[config.mk]
export PLATFORM = sky130hd
export DESIGN_NAME = next_event_time_scheduler_flat
export DESIGN_NICKNAME = d
export VERILOG_FILES = /design/src/nets_pkg.sv /design/src/nets_req_if.sv /design/src/nets_rsp_if.sv /design/src/nets_csr.sv /design/src/nets_smul.sv /design/src/nets_sdiv.sv /design/src/next_event_time_scheduler.sv /design/src/flat_wrapper.sv
export SDC_FILE = /design/constraint.sdc
export NUM_CORES = 2
export LEC_CHECK = 0
export BUFFER_PORTS_ARGS = -buffer_cell sky130_fd_sc_hd__buf_2
export CORE_UTILIZATION = 40
export CTS_CLUSTER_SIZE = 16
export DETAILED_ROUTE_END_ITERATION = 12
export GPL_TIMING_DRIVEN = 0
export SYNTH_ARGS = -nofsm -noshare
export SYNTH_HDL_FRONTEND = slang
export SYNTH_SLANG_ARGS = --single-unit
[constraint.sdc]
create_clock -name clock -period 5.21 [get_ports clock]
set_clock_uncertainty 0.15 [all_clocks]
set_input_delay 0.521 -clock clock [delete_from_list [all_inputs] [get_ports clock]]
set_output_delay 0.521 -clock clock [all_outputs]
set_load 0.02 [all_outputs]
[src/nets_pkg.sv]
// package: widths, constants, codes and state type of the next event time scheduler
`timescale 1ns / 1ps
`default_nettype none
package nets_pkg;

   localparam int TIME_W    = 64;
   localparam int FREQ_W    = 32;
   localparam int OP_W      = 2;
   localparam int STEPS_W   = FREQ_W + 1;
   localparam int NS_W      = 30;
   localparam int PROD_W    = NS_W + STEPS_W;
   localparam int NUM_W     = 62;
   localparam int CSR_ADDR_W = 4;
   localparam int CSR_DATA_W = 64;

   localparam int MUL_STEPS = NS_W;
   localparam int DIV_STEPS = NUM_W;
   localparam int MUL_CNT_W = $clog2(MUL_STEPS);
   localparam int DIV_CNT_W = $clog2(DIV_STEPS);

   localparam logic [NS_W-1:0]   NS_FACTOR     = 30'd1000000000;
   localparam logic [TIME_W-1:0] NS_PER_SECOND = 64'd1000000000;

   typedef enum logic [OP_W-1:0] {
      OP_RESTART   = 2'd0,
      OP_ARM       = 2'd1,
      OP_LATCH     = 2'd2,
      OP_RECOMPUTE = 2'd3
   } op_type;

   typedef enum logic {
      CSR_PERIOD = 1'b0,
      CSR_FREQ   = 1'b1
   } csr_index_type;

   typedef enum logic [2:0] {
      ST_IDLE,
      ST_WRAP,
      ST_MUL,
      ST_DIV,
      ST_FINISH
   } state_type;

   typedef struct packed {
      logic mul_start;
      logic div_start;
      logic load_rsp;
   } ctrl_type;

endpackage
`default_nettype wire

[src/nets_req_if.sv]
// interface: request channel carrying op and current time
`timescale 1ns / 1ps
`default_nettype none
interface nets_req_if
   import nets_pkg::*;
();
   logic              valid;
   logic              ready;
   logic [OP_W-1:0]   op;
   logic [TIME_W-1:0] now_ns;

   modport source (output valid, output op, output now_ns, input ready);
   modport sink   (input valid, input op, input now_ns, output ready);
endinterface
`default_nettype wire

[src/nets_rsp_if.sv]
// interface: response channel carrying the next event time and flags
`timescale 1ns / 1ps
`default_nettype none
interface nets_rsp_if
   import nets_pkg::*;
();
   logic              valid;
   logic              ready;
   logic [TIME_W-1:0] next_event_ns;
   logic              updated;
   logic              out_of_range;

   modport source (output valid, output next_event_ns, output updated, output out_of_range,
                   input ready);
   modport sink   (input valid, input next_event_ns, input updated, input out_of_range,
                   output ready);
endinterface
`default_nettype wire

[src/nets_csr.sv]
// register file: period and frequency settings behind an apb-style port
`timescale 1ns / 1ps
`default_nettype none
module nets_csr
   import nets_pkg::*;
(
   input  wire logic                  clock,
   input  wire logic                  reset,
   input  wire logic                  psel,
   input  wire logic                  penable,
   input  wire logic                  pwrite,
   input  wire logic [CSR_ADDR_W-1:0] paddr,
   input  wire logic [CSR_DATA_W-1:0] pwdata,
   output      logic [CSR_DATA_W-1:0] prdata,
   output      logic                  pready,
   output      logic [TIME_W-1:0]     period_ns,
   output      logic [FREQ_W-1:0]     freq_hz
);

   logic [TIME_W-1:0] period_ff, period_in;
   logic [FREQ_W-1:0] freq_ff, freq_in;
   csr_index_type     index;
   logic              wr_en;

   assign index  = csr_index_type'(paddr[CSR_ADDR_W-1]);
   assign wr_en  = psel && penable && pwrite;
   assign pready = 1'b1;

   always_comb begin
      period_in = period_ff;
      freq_in   = freq_ff;
      if (wr_en) begin
         unique case (index)
            CSR_PERIOD: begin
               period_in = pwdata;
               freq_in   = '0;
            end
            CSR_FREQ: begin
               freq_in   = pwdata[FREQ_W-1:0];
               period_in = '0;
            end
         endcase
      end
   end

   always_comb begin
      unique case (index)
         CSR_PERIOD: prdata = period_ff;
         CSR_FREQ:   prdata = {{(CSR_DATA_W-FREQ_W){1'b0}}, freq_ff};
      endcase
   end

   always_ff @(posedge clock) begin
      if (reset) begin
         period_ff <= '0;
         freq_ff   <= '0;
      end else begin
         period_ff <= period_in;
         freq_ff   <= freq_in;
      end
   end

   assign period_ns = period_ff;
   assign freq_hz   = freq_ff;

endmodule
`default_nettype wire

[src/nets_smul.sv]
// bit-serial shift-add multiplier: one second in ns times a step count
`timescale 1ns / 1ps
`default_nettype none
module nets_smul
   import nets_pkg::*;
(
   input  wire logic               clock,
   input  wire logic               reset,
   input  wire logic               start,
   input  wire logic [STEPS_W-1:0] steps,
   output      logic               done,
   output      logic [PROD_W-1:0]  product
);

   logic [STEPS_W-1:0]   mcand_ff, mcand_in;
   logic [STEPS_W-1:0]   hi_ff, hi_in;
   logic [NS_W-1:0]      lo_ff, lo_in;
   logic [MUL_CNT_W-1:0] cnt_ff, cnt_in;
   logic                 run_ff, run_in;
   logic                 done_ff, done_in;
   logic [STEPS_W:0]     sum;

   always_comb begin
      sum      = {1'b0, hi_ff} + (lo_ff[0] ? {1'b0, mcand_ff} : '0);
      mcand_in = mcand_ff;
      hi_in    = hi_ff;
      lo_in    = lo_ff;
      cnt_in   = cnt_ff;
      run_in   = run_ff;
      done_in  = 1'b0;
      if (start) begin
         mcand_in = steps;
         hi_in    = '0;
         lo_in    = NS_FACTOR;
         cnt_in   = '0;
         run_in   = 1'b1;
      end else if (run_ff) begin
         hi_in  = sum[STEPS_W:1];
         lo_in  = {sum[0], lo_ff[NS_W-1:1]};
         cnt_in = cnt_ff + 1'b1;
         if (cnt_ff == MUL_CNT_W'(MUL_STEPS - 1)) begin
            run_in  = 1'b0;
            done_in = 1'b1;
         end
      end
   end

   always_ff @(posedge clock) begin
      if (reset) begin
         run_ff  <= 1'b0;
         done_ff <= 1'b0;
         cnt_ff  <= '0;
      end else begin
         run_ff  <= run_in;
         done_ff <= done_in;
         cnt_ff  <= cnt_in;
      end
      mcand_ff <= mcand_in;
      hi_ff    <= hi_in;
      lo_ff    <= lo_in;
   end

   assign done    = done_ff;
   assign product = {hi_ff, lo_ff};

endmodule
`default_nettype wire

[src/nets_sdiv.sv]
// bit-serial restoring divider: one quotient bit per cycle
`timescale 1ns / 1ps
`default_nettype none
module nets_sdiv
   import nets_pkg::*;
(
   input  wire logic              clock,
   input  wire logic              reset,
   input  wire logic              start,
   input  wire logic [NUM_W-1:0]  numer,
   input  wire logic [FREQ_W-1:0] denom,
   output      logic              done,
   output      logic [NUM_W-1:0]  quot
);

   logic [NUM_W-1:0]     num_ff, num_in;
   logic [FREQ_W-1:0]    rem_ff, rem_in;
   logic [FREQ_W-1:0]    den_ff, den_in;
   logic [DIV_CNT_W-1:0] cnt_ff, cnt_in;
   logic                 run_ff, run_in;
   logic                 done_ff, done_in;
   logic [FREQ_W:0]      trial;
   logic [FREQ_W+1:0]    diff;
   logic                 ge;

   always_comb begin
      trial   = {rem_ff, num_ff[NUM_W-1]};
      diff    = {1'b0, trial} - {2'b00, den_ff};
      ge      = !diff[FREQ_W+1];
      num_in  = num_ff;
      rem_in  = rem_ff;
      den_in  = den_ff;
      cnt_in  = cnt_ff;
      run_in  = run_ff;
      done_in = 1'b0;
      if (start) begin
         num_in = numer;
         rem_in = '0;
         den_in = denom;
         cnt_in = '0;
         run_in = 1'b1;
      end else if (run_ff) begin
         num_in = {num_ff[NUM_W-2:0], ge};
         rem_in = ge ? diff[FREQ_W-1:0] : trial[FREQ_W-1:0];
         cnt_in = cnt_ff + 1'b1;
         if (cnt_ff == DIV_CNT_W'(DIV_STEPS - 1)) begin
            run_in  = 1'b0;
            done_in = 1'b1;
         end
      end
   end

   always_ff @(posedge clock) begin
      if (reset) begin
         run_ff  <= 1'b0;
         done_ff <= 1'b0;
         cnt_ff  <= '0;
      end else begin
         run_ff  <= run_in;
         done_ff <= done_in;
         cnt_ff  <= cnt_in;
      end
      num_ff <= num_in;
      rem_ff <= rem_in;
      den_ff <= den_in;
   end

   assign done = done_ff;
   assign quot = num_ff;

endmodule
`default_nettype wire

[src/next_event_time_scheduler.sv]
// top level: next clock edge time in period or frequency mode
//
//   channel   direction  handshake              payload
//   req_chan  in         valid/ready            op, now_ns
//   rsp_chan  out        valid/ready            next_event_ns, updated, out_of_range
//   apb       in         psel/penable, pready=1 period_ns @ 0x0, freq_hz @ 0x8
//
// one item at a time; arm, an unarmed latch, period mode and the error case go straight
// to finish; in frequency mode a restart, recompute or armed latch runs a wrap check,
// a 30-step bit-serial multiply by 1e9, then a 62-step restoring divide by the frequency
// reset is synchronous; it clears settings, tick counter, second base, arm and next time
// a result held in the output register does not stop the next request from being taken
`timescale 1ns / 1ps
`default_nettype none
module next_event_time_scheduler
   import nets_pkg::*;
(
   input  wire logic                  clock,
   input  wire logic                  reset,
   nets_req_if.sink                   req_chan,
   nets_rsp_if.source                 rsp_chan,
   input  wire logic                  psel,
   input  wire logic                  penable,
   input  wire logic                  pwrite,
   input  wire logic [CSR_ADDR_W-1:0] paddr,
   input  wire logic [CSR_DATA_W-1:0] pwdata,
   output      logic [CSR_DATA_W-1:0] prdata,
   output      logic                  pready
);

   state_type          state_ff, state_in;
   ctrl_type           ctrl;
   logic               armed_ff, armed_in;
   logic [FREQ_W-1:0]  tick_ff, tick_in;
   logic [TIME_W-1:0]  base_ff, base_in;
   logic [TIME_W-1:0]  next_time_ff, next_time_in;
   logic [TIME_W-1:0]  now_ff, now_in;
   logic               attempt_ff, attempt_in;
   logic               rsp_valid_ff, rsp_valid_in;
   logic [TIME_W-1:0]  rsp_next_ff, rsp_next_in;
   logic               rsp_upd_ff, rsp_upd_in;
   logic               rsp_err_ff, rsp_err_in;

   logic [TIME_W-1:0]  period_ns;
   logic [FREQ_W-1:0]  freq_hz;
   logic               accept;
   logic               attempt_now;
   logic               freq_mode;
   logic               rsp_free;
   logic               wrap;
   logic [STEPS_W-1:0] steps;
   logic               mul_done;
   logic [PROD_W-1:0]  product;
   logic               div_done;
   logic [NUM_W-1:0]   quot;
   logic [TIME_W-1:0]  result_time;
   logic               result_upd;
   logic               result_err;
   op_type             op;

   nets_csr u_csr (
      .clock     (clock),
      .reset     (reset),
      .psel      (psel),
      .penable   (penable),
      .pwrite    (pwrite),
      .paddr     (paddr),
      .pwdata    (pwdata),
      .prdata    (prdata),
      .pready    (pready),
      .period_ns (period_ns),
      .freq_hz   (freq_hz)
   );

   nets_smul u_smul (
      .clock   (clock),
      .reset   (reset),
      .start   (ctrl.mul_start),
      .steps   (steps),
      .done    (mul_done),
      .product (product)
   );

   nets_sdiv u_sdiv (
      .clock (clock),
      .reset (reset),
      .start (ctrl.div_start),
      .numer (product[NUM_W-1:0]),
      .denom (freq_hz),
      .done  (div_done),
      .quot  (quot)
   );

   assign op             = op_type'(req_chan.op);
   assign req_chan.ready = (state_ff == ST_IDLE);
   assign accept         = req_chan.valid && req_chan.ready;
   assign freq_mode      = (period_ns == '0) && (freq_hz != '0);
   assign rsp_free       = !rsp_valid_ff || rsp_chan.ready;
   assign wrap           = (tick_ff == freq_hz);
   assign steps          = wrap ? STEPS_W'(1) : ({1'b0, tick_ff} + STEPS_W'(1));

   always_comb begin
      unique case (op)
         OP_RESTART:   attempt_now = 1'b1;
         OP_ARM:       attempt_now = 1'b0;
         OP_LATCH:     attempt_now = armed_ff;
         OP_RECOMPUTE: attempt_now = 1'b1;
      endcase
   end

   // next state
   always_comb begin
      state_in = state_ff;
      unique case (state_ff)
         ST_IDLE: begin
            if (accept) begin
               state_in = (attempt_now && freq_mode) ? ST_WRAP : ST_FINISH;
            end
         end
         ST_WRAP:   state_in = ST_MUL;
         ST_MUL: begin
            if (mul_done) begin
               state_in = ST_DIV;
            end
         end
         ST_DIV: begin
            if (div_done) begin
               state_in = ST_FINISH;
            end
         end
         ST_FINISH: begin
            if (rsp_free) begin
               state_in = ST_IDLE;
            end
         end
         default:   state_in = ST_IDLE;
      endcase
   end

   // control outputs
   always_comb begin
      ctrl = '0;
      unique case (state_ff)
         ST_WRAP:   ctrl.mul_start = 1'b1;
         ST_MUL:    ctrl.div_start = mul_done;
         ST_FINISH: ctrl.load_rsp  = rsp_free;
         default:   ctrl = '0;
      endcase
   end

   // result of a finished item
   always_comb begin
      result_time = next_time_ff;
      result_upd  = 1'b0;
      result_err  = 1'b0;
      if (attempt_ff) begin
         priority if (period_ns != '0) begin
            result_time = now_ff + period_ns;
            result_upd  = 1'b1;
         end else if (freq_hz != '0) begin
            result_time = base_ff + {{(TIME_W-NUM_W){1'b0}}, quot};
            result_upd  = 1'b1;
         end else begin
            result_err  = 1'b1;
         end
      end
   end

   always_comb begin
      armed_in     = armed_ff;
      tick_in      = tick_ff;
      base_in      = base_ff;
      now_in       = now_ff;
      attempt_in   = attempt_ff;
      next_time_in = next_time_ff;
      rsp_next_in  = rsp_next_ff;
      rsp_upd_in   = rsp_upd_ff;
      rsp_err_in   = rsp_err_ff;
      rsp_valid_in = rsp_valid_ff && !rsp_chan.ready;
      if (accept) begin
         now_in     = req_chan.now_ns;
         attempt_in = attempt_now;
         unique case (op)
            OP_RESTART: begin
               base_in = '0;
               tick_in = '0;
            end
            OP_ARM:       armed_in = 1'b1;
            OP_LATCH: begin
               if (armed_ff) begin
                  armed_in = 1'b0;
                  tick_in  = tick_ff + 1'b1;
               end
            end
            OP_RECOMPUTE: attempt_in = 1'b1;
         endcase
      end
      if ((state_ff == ST_WRAP) && wrap) begin
         tick_in = '0;
         base_in = base_ff + NS_PER_SECOND;
      end
      if (ctrl.load_rsp) begin
         next_time_in = result_time;
         rsp_next_in  = result_time;
         rsp_upd_in   = result_upd;
         rsp_err_in   = result_err;
         rsp_valid_in = 1'b1;
      end
   end

   always_ff @(posedge clock) begin
      if (reset) begin
         state_ff     <= ST_IDLE;
         armed_ff     <= 1'b0;
         tick_ff      <= '0;
         base_ff      <= '0;
         next_time_ff <= '0;
         attempt_ff   <= 1'b0;
         rsp_valid_ff <= 1'b0;
      end else begin
         state_ff     <= state_in;
         armed_ff     <= armed_in;
         tick_ff      <= tick_in;
         base_ff      <= base_in;
         next_time_ff <= next_time_in;
         attempt_ff   <= attempt_in;
         rsp_valid_ff <= rsp_valid_in;
      end
      now_ff      <= now_in;
      rsp_next_ff <= rsp_next_in;
      rsp_upd_ff  <= rsp_upd_in;
      rsp_err_ff  <= rsp_err_in;
   end

   assign rsp_chan.valid         = rsp_valid_ff;
   assign rsp_chan.next_event_ns = rsp_next_ff;
   assign rsp_chan.updated       = rsp_upd_ff;
   assign rsp_chan.out_of_range  = rsp_err_ff;

endmodule
`default_nettype wire

[src/flat_wrapper.sv]
// flat-port wrapper written by rule: the top's interface ports become plain ports
module next_event_time_scheduler_flat import nets_pkg::*;
  (clock, reset, psel, penable, pwrite, paddr, pwdata, prdata, pready, req_chan_valid, req_chan_op, req_chan_now_ns, req_chan_ready, rsp_chan_valid, rsp_chan_next_event_ns, rsp_chan_updated, rsp_chan_out_of_range, rsp_chan_ready);
  nets_req_if req_chan_i ();
  nets_rsp_if rsp_chan_i ();
  input  wire logic clock;
  input  wire logic reset;
  input  wire logic psel;
  input  wire logic penable;
  input  wire logic pwrite;
  input  wire logic [CSR_ADDR_W-1:0] paddr;
  input  wire logic [CSR_DATA_W-1:0] pwdata;
  output      logic [CSR_DATA_W-1:0] prdata;
  output      logic pready;
  input wire logic [$bits(req_chan_i.valid)-1:0] req_chan_valid;
  input wire logic [$bits(req_chan_i.op)-1:0] req_chan_op;
  input wire logic [$bits(req_chan_i.now_ns)-1:0] req_chan_now_ns;
  output wire logic [$bits(req_chan_i.ready)-1:0] req_chan_ready;
  output wire logic [$bits(rsp_chan_i.valid)-1:0] rsp_chan_valid;
  output wire logic [$bits(rsp_chan_i.next_event_ns)-1:0] rsp_chan_next_event_ns;
  output wire logic [$bits(rsp_chan_i.updated)-1:0] rsp_chan_updated;
  output wire logic [$bits(rsp_chan_i.out_of_range)-1:0] rsp_chan_out_of_range;
  input wire logic [$bits(rsp_chan_i.ready)-1:0] rsp_chan_ready;
  assign req_chan_i.valid = req_chan_valid;
  assign req_chan_i.op = req_chan_op;
  assign req_chan_i.now_ns = req_chan_now_ns;
  assign req_chan_ready = req_chan_i.ready;
  assign rsp_chan_valid = rsp_chan_i.valid;
  assign rsp_chan_next_event_ns = rsp_chan_i.next_event_ns;
  assign rsp_chan_updated = rsp_chan_i.updated;
  assign rsp_chan_out_of_range = rsp_chan_i.out_of_range;
  assign rsp_chan_i.ready = rsp_chan_ready;
  next_event_time_scheduler u_core (.clock(clock), .reset(reset), .req_chan(req_chan_i), .rsp_chan(rsp_chan_i), .psel(psel), .penable(penable), .pwrite(pwrite), .paddr(paddr), .pwdata(pwdata), .prdata(prdata), .pready(pready));
endmodule
Word level (Yosys, flattened, before mapping). Index checks and enable logic that the tools add are counted.

Bits in registers: 629. Output and inout bits: 133. Word-level logic and storage cells: 124.

Add/sub/neg operators: 9. Equal/unequal tests: 15. Muxes and demuxes: 39. Bitwise gates (word level): 4. Reductions and logical operators: 32.

Operators by type and width (count): 64-bit 2-to-1 mux (6); 64-bit one-hot mux with 2 select lines (2); 32-bit one-hot mux with 2 select lines (2); 62-bit 2-to-1 mux (2); 64-bit by 30-bit adder with 64-bit output, second input constant (1); 64-bit by 62-bit adder with 64-bit output (1); 64-bit adder (1); 64-bit logical NOT (1); 32-bit 2-to-1 mux (2); 64-bit nonzero test (1); 33-bit by 34-bit adder with 34-bit output (1); 33-bit by 32-bit subtractor with 34-bit output (1); 32-bit by 1-bit adder with 33-bit output, second input constant (1); 33-bit 2-to-1 mux (1); 32-bit by 1-bit adder with 32-bit output, second input constant (1); 32-bit equality test (1); 32-bit nonzero test (1); 1-bit 2-to-1 mux (16); 3-bit 2-to-1 mux (5); 3-bit one-hot mux with 5 select lines (1); 2-bit nonzero test (5); 2-bit OR reduction (5); 1-bit logical AND (7); 6-bit by 1-bit adder with 6-bit output, second input constant (1); other kinds (21) (33).

Depth between registers and ports, before layout.
Depth after elaboration: 7. Gate-level depth with buffers: 15. Mapped depth without buffers: 14.

By module. A second synthesis with hierarchy kept.

Cells, all modules: 4155. Area total of the unflattened synthesis: 38107.8 sq um.

By module, submodules not included: next_event_time_scheduler (times used 1, cells each 2414, area each 20035.5 sq um, sequential area each 7046.8 sq um); nets_sdiv (times used 1, cells each 631, area each 7190.6 sq um, sequential area each 3623.5 sq um); nets_smul (times used 1, cells each 610, area each 5684.2 sq um, sequential area each 2392.3 sq um); nets_csr (times used 1, cells each 500, area each 5197.5 sq um, sequential area each 1921.8 sq um).

Least setup slack after synthesis. No wires, ideal clock.

Kind: register to register. Start point: register u_core.state_ff[0]. End point: register u_core.tick_ff[24]. Arrival time: 4.612 ns. Path slack: 0.321 ns. Cell stages (with the launch flop): 11. Path buffers: 3. Cells stage by stage: dfxtp_1 clkbuf_1 nor3_1 and2_1 clkbuf_1 nand3_1 o21ai_1 clkbuf_1 o21ai_0 a21oi_1 nor2_1.

Longest elaborated chain between the ends: 3.

Ends and longest elaborated chain: start, declared (line next_event_time_scheduler.sv:31) `state_type state_ff, state_in;`; start signal, assigned (line next_event_time_scheduler.sv:221) `state_ff <= state_in;`; 3-bit logical NOT (line next_event_time_scheduler.sv:95) `assign req_chan.ready = (state_ff == ST_IDLE);`; via req_chan_ready (line flat_wrapper.sv:18) `output wire logic [$bits(req_chan_i.ready)-1:0] req_chan_ready;`; 1-bit logical AND (line next_event_time_scheduler.sv:96) `assign accept = req_chan.valid && req_chan.ready;`; via u_core.accept (line next_event_time_scheduler.sv:46) `logic accept;`; 3-bit AND reduction (no source line); end signal, assigned (line next_event_time_scheduler.sv:223) `tick_ff <= tick_in;`; end, declared (line next_event_time_scheduler.sv:34) `logic [FREQ_W-1:0] tick_ff, tick_in;`.

The timed path passes the listed nets, and every way through them passes these cells. A chain may end at the register's enable or synchronous reset.

Worst setup path after layout.
Start point: register u_core.u_csr.period_ff[20] (netlist: u_core.u_csr.period_ns[20]). End point: register u_core.rsp_next_ff[24] (netlist: u_core.rsp_chan.next_event_ns[24]) (data pin).

Longest elaborated chain between the ends: 3.

Ends and longest elaborated chain: start, declared (line nets_csr.sv:20) `logic [TIME_W-1:0] period_ff, period_in;`; start signal, assigned (line nets_csr.sv:58) `period_ff <= period_in;`; 64-bit adder / 64-bit nonzero test (equally long branches) (line next_event_time_scheduler.sv:158, next_event_time_scheduler.sv:157); 64-bit 2-to-1 mux (*) (line next_event_time_scheduler.sv:157) `priority if (period_ns != '0) begin`; 64-bit 2-to-1 mux (*) (line next_event_time_scheduler.sv:156) `if (attempt_ff) begin`; via u_core.result_time[24] (line next_event_time_scheduler.sv:56) `logic [TIME_W-1:0] result_time;`; end signal, assigned (line next_event_time_scheduler.sv:230) `rsp_next_ff <= rsp_next_in;`; end, declared (line next_event_time_scheduler.sv:40) `logic [TIME_W-1:0] rsp_next_ff, rsp_next_in;`.

The timed path passes the listed nets; every way through them passes the cells marked *.

==> impl_metrics.yaml <==
critical_path:
  cp.buffers_inverters: 3
  r2r_cells: 8
  path_depth: 8
  crit_path_cell_trace: "nor4_1, nand4_1, nor4_1, clkbuf_1, clkbuf_1, clkbuf_1, o21ai_0, a31oi_1"
  start_kind: "flip-flop"
  crit_required_ps: 5440
  cp_common_cell: "clkbuf_1"
  cp-end-kind: "flip-flop"
  path_max_fanout: 10
  slowest_stage: "nor4_1"
  crit_type: "reg -> reg"
  critPathTopFamily: "simple AND/OR/NAND/NOR gates"
  critPathMaxStageDelay_ps: 1070
  cp.arrival_ps: 5230
global_routing:
  grt_pass1_vias: 30700
  grt_usage_pct: 27.1
  grt-ovfl-total: 0
  antenna_found_initial: 6
  grt_pass1_wl_um: 189000
  grt_max_degree: 64
route:
  viasPerCell: 5.73
  drtAntennaViolNets: 0
  via_count: 33200
  drt-total-wl_um: 127000
  drt-pass1-iter-count: 5
  wl_per_cell_um: 21.9
  first_iter_violations: 3357
  drc: 0
die:
  ios: 274
  num_rows: 109
  start_util_pct: 40.7
  core_area_um2: 89100
  die_w_um: 303
  die_h_um: 303
  dieArea_um2: 91700
power:
  power.density_nw_per_um2: 373
  pwr-share-seq_pct: 40.4
  leakagePower_nw: 17.1
  p_comb_share_pct: 28.3
  p_int_mw: 10.1
  clockPowerShare_pct: 31.3
  power.switching_mw: 5.55
  irDropWorstVdd_mv: 0.245
  fin_total_pwr_mw: 15.7
  p_sw_share_pct: 35.4
layout:
  drive_above_1_share_pct: 10.5
  final_nets: 4905
  fill_cells: 8691
  area_growth_pct: 16.0
  ff_latch_area_um2: 15000
  multi_input_area_um2: 19900
cts:
  cts_sinks: 620
  htree_levels: 3
  clk_pin_slew_ps: 60
  clockBufferDepth: 3
  cts_buffers: 71
  clkLatencyLatePin_ps: 620
  cts_tree: "built"
  postCtsSetupBuffers: 0
  cts_root_buffer: "clkbuf_16"
  cts_resized: 0
timing:
  worst_slew_pin_slew_ps: 1410
  hold_violations: 0
  setup_viol: 0
  rsz0062_at_grt: "false"
  relSlewSlack_pct: 6.19
  worst_slack_ps: 207
  fmax_mhz: 200
  slew_viol_final: 0
  period_needed_ps: 5000
  period_share_pct: 96.0
logic_synthesis:
  synth_edf_count: 257
  synth_seq_cells: 620
  yosysWarningCount: 0
  syn_inst: 4164
  synth.distinct_cells: 88
  avgSynthCellArea_um2: 8.70
  syn_area_um2: 36200
  synthArstFlopShare_pct: 0
  yosysSeqAreaShare_pct: 41.4
  synth_flop_cell: "dfxtp_1"
  synth_nets: 4498
worst_hold_path:
  whs_path_depth: 3
  hp-class: "in -> reg"
placed_design:
  dp_hpwl_um: 98700
  port_buffers: 268
  pre_cts_ws_ps: 308
  gp_congestion: 0.941
flow_run:
  max-cap-violations: 0
status:
  status: "complete, no violations"
[worst reg2reg max path: cells and delay by family, from the launching register on]
family | cells | cell delay (ps)
and+or+nand+nor | 3 | 2080
DFF | 1 | 390
buffers and inverters | 3 | 1490
AOI/OAI and AO/OA | 2 | 650
[path summary, 6_finish.rpt]
check	to	start	slack [ps]
setup / recovery	u_core.rsp_chan.next_event_ns[24]	u_core.u_csr.period_ns[20]	210
hold / removal	u_core.u_csr.period_ns[32]	pwdata[32]	30
setup reg to reg	u_core.rsp_chan.next_event_ns[24]	u_core.u_csr.period_ns[20]	210
hold reg to reg	u_core.next_time_ff[27]	u_core.next_time_ff[27]	300
[kinds of logic (layout without fill, tap and decap cells)]
| kind of cell | Yosys count | count (layout) | synth area share [%] |
|---|---|---|---|
| AO/OA/AOI/OAI | 1099 | 1099 | 19.0 |
| adder cells (fa/ha/maj) | 193 | 193 | 6.73 |
| multiplexers | 130 | 130 | 3.78 |
| XOR/XNOR | 223 | 223 | 5.39 |
| other | 1 | 3 | 0.0104 |
| AND/OR/NAND/NOR | 1549 | 1549 | 20.0 |
| flip-flops | 620 | 620 | 41.4 |
| buffers and inverters | 349 | 813 | 3.71 |
[state kept, by name, indices dropped and copies added (netlist names), 5 cells and up]
signal and count:
u_core.base_ff 55, u_core.next_time_ff 64, u_core.now_ff 64, u_core.rsp_chan.next_event_ns 64, u_core.tick_ff 32, u_core.u_csr.freq_hz 32, u_core.u_csr.period_ns 64, u_core.u_sdiv.cnt_ff 6
u_core.u_sdiv.den_ff 32, u_core.u_sdiv.quot 62, u_core.u_sdiv.rem_ff 32, u_core.u_smul.cnt_ff 5, u_core.u_smul.hi_ff 33, u_core.u_smul.lo_ff 30, u_core.u_smul.mcand_ff 33
[final cells by class]
cell class	instances	share of cell area (%)
clock buffer	103	4.91
sequential	620	35.7
buffer	242	2.27
clock inverter	27	0.414
multi-input combinational	3195	47.4
tap	1165	3.47
antenna	2	0.0119
timing repair buffer	334	4.92
inverter	107	0.956
[power groups by stage]
stage	sequential, mW	clock [mW]	combinational [mW]
2_1_floorplan	6.45	0	2.71
3_3_place_gp	6.47	0	4.19
3_5_place_dp	6.42	0	4.29
4_1_cts	6.33	4.95	4.35
5_1_grt	6.39	5.14	4.81
6_report	6.33	4.90	4.44
[metal layers]
layer  up-vias  part of all wire [%]  wire (um)  track usage (%)
li1      15800                     -          -                -
met1     15900                    44      55700             37.2
met2      1218                    44      56300             42.1
met3       205                   8.4      10700             5.41
met4         2                   3.5       4420             9.58
met5         -                0.0063          8                0
[what timing repair did]
item / CTS / global route
hold endpoints to repair: 62 / 0
endpoints found under the setup margin: 0 / 0
hold buffers: 62 / 0
[cells in the mapped netlist (all sizes together) (37+ instances only)]
library cell,count,share of area [%]
xnor2,111,2.7
nor2,403,4.2
nand2,552,5.7
a31oi,37,0.64
a211oi,60,1.2
ha,190,6.6
and2,54,0.93
inv,104,1.1
nor2b,57,0.98
a21oi,429,5.9
mux2,53,1.6
nand3,121,1.7
xor2,112,2.7
edfxtp,257,21
buf,38,0.48
nand3b,68,1.4
and3,48,0.83
o21ai,188,2.6
nor4,54,0.93
dfxtp,363,20
nor3,61,0.87
clkbuf,204,2.1
nand4,52,0.90
mux2i,77,2.1
a21o,121,2.5
[per-stage QoR]
stage	area, um2	utilization (%)	setup TNS [ps]	cells	hold slack, ps
after global placement	39000	43.8	-132350	5597	292
after floorplan	36200	-	0	4164	286
after detailed placement	39100	43.9	0	5601	297
after CTS	42000	47.2	0	5793	2.13
after global routing	42000	47.2	0	5793	7.46
final	42000	47.2	0	5795	26.5
[layout by cell type (no fill, tap or decap), types with 30 or more instances in the layout]
cell / n
clkbuf_16: 76
nor2b_1: 57
nor4_1: 54
xor2_1: 112
xnor2_1: 111
edfxtp_1: 257
a211oi_1: 60
o21ai_0: 187
a31oi_1: 37
buf_2: 276
and3_1: 48
o21a_1: 30
nand3_1: 121
nor2_1: 403
inv_1: 102
clkbuf_1: 219
dfxtp_1: 363
nand4_1: 52
nor3_1: 60
nand2_1: 551
ha_1: 190
a21oi_1: 429
mux2_2: 53
a21o_1: 121
and2_1: 54
mux2i_1: 77
dlygate4sd3_1: 62
nand3b_1: 68
(Power assumes the default switching activity.)
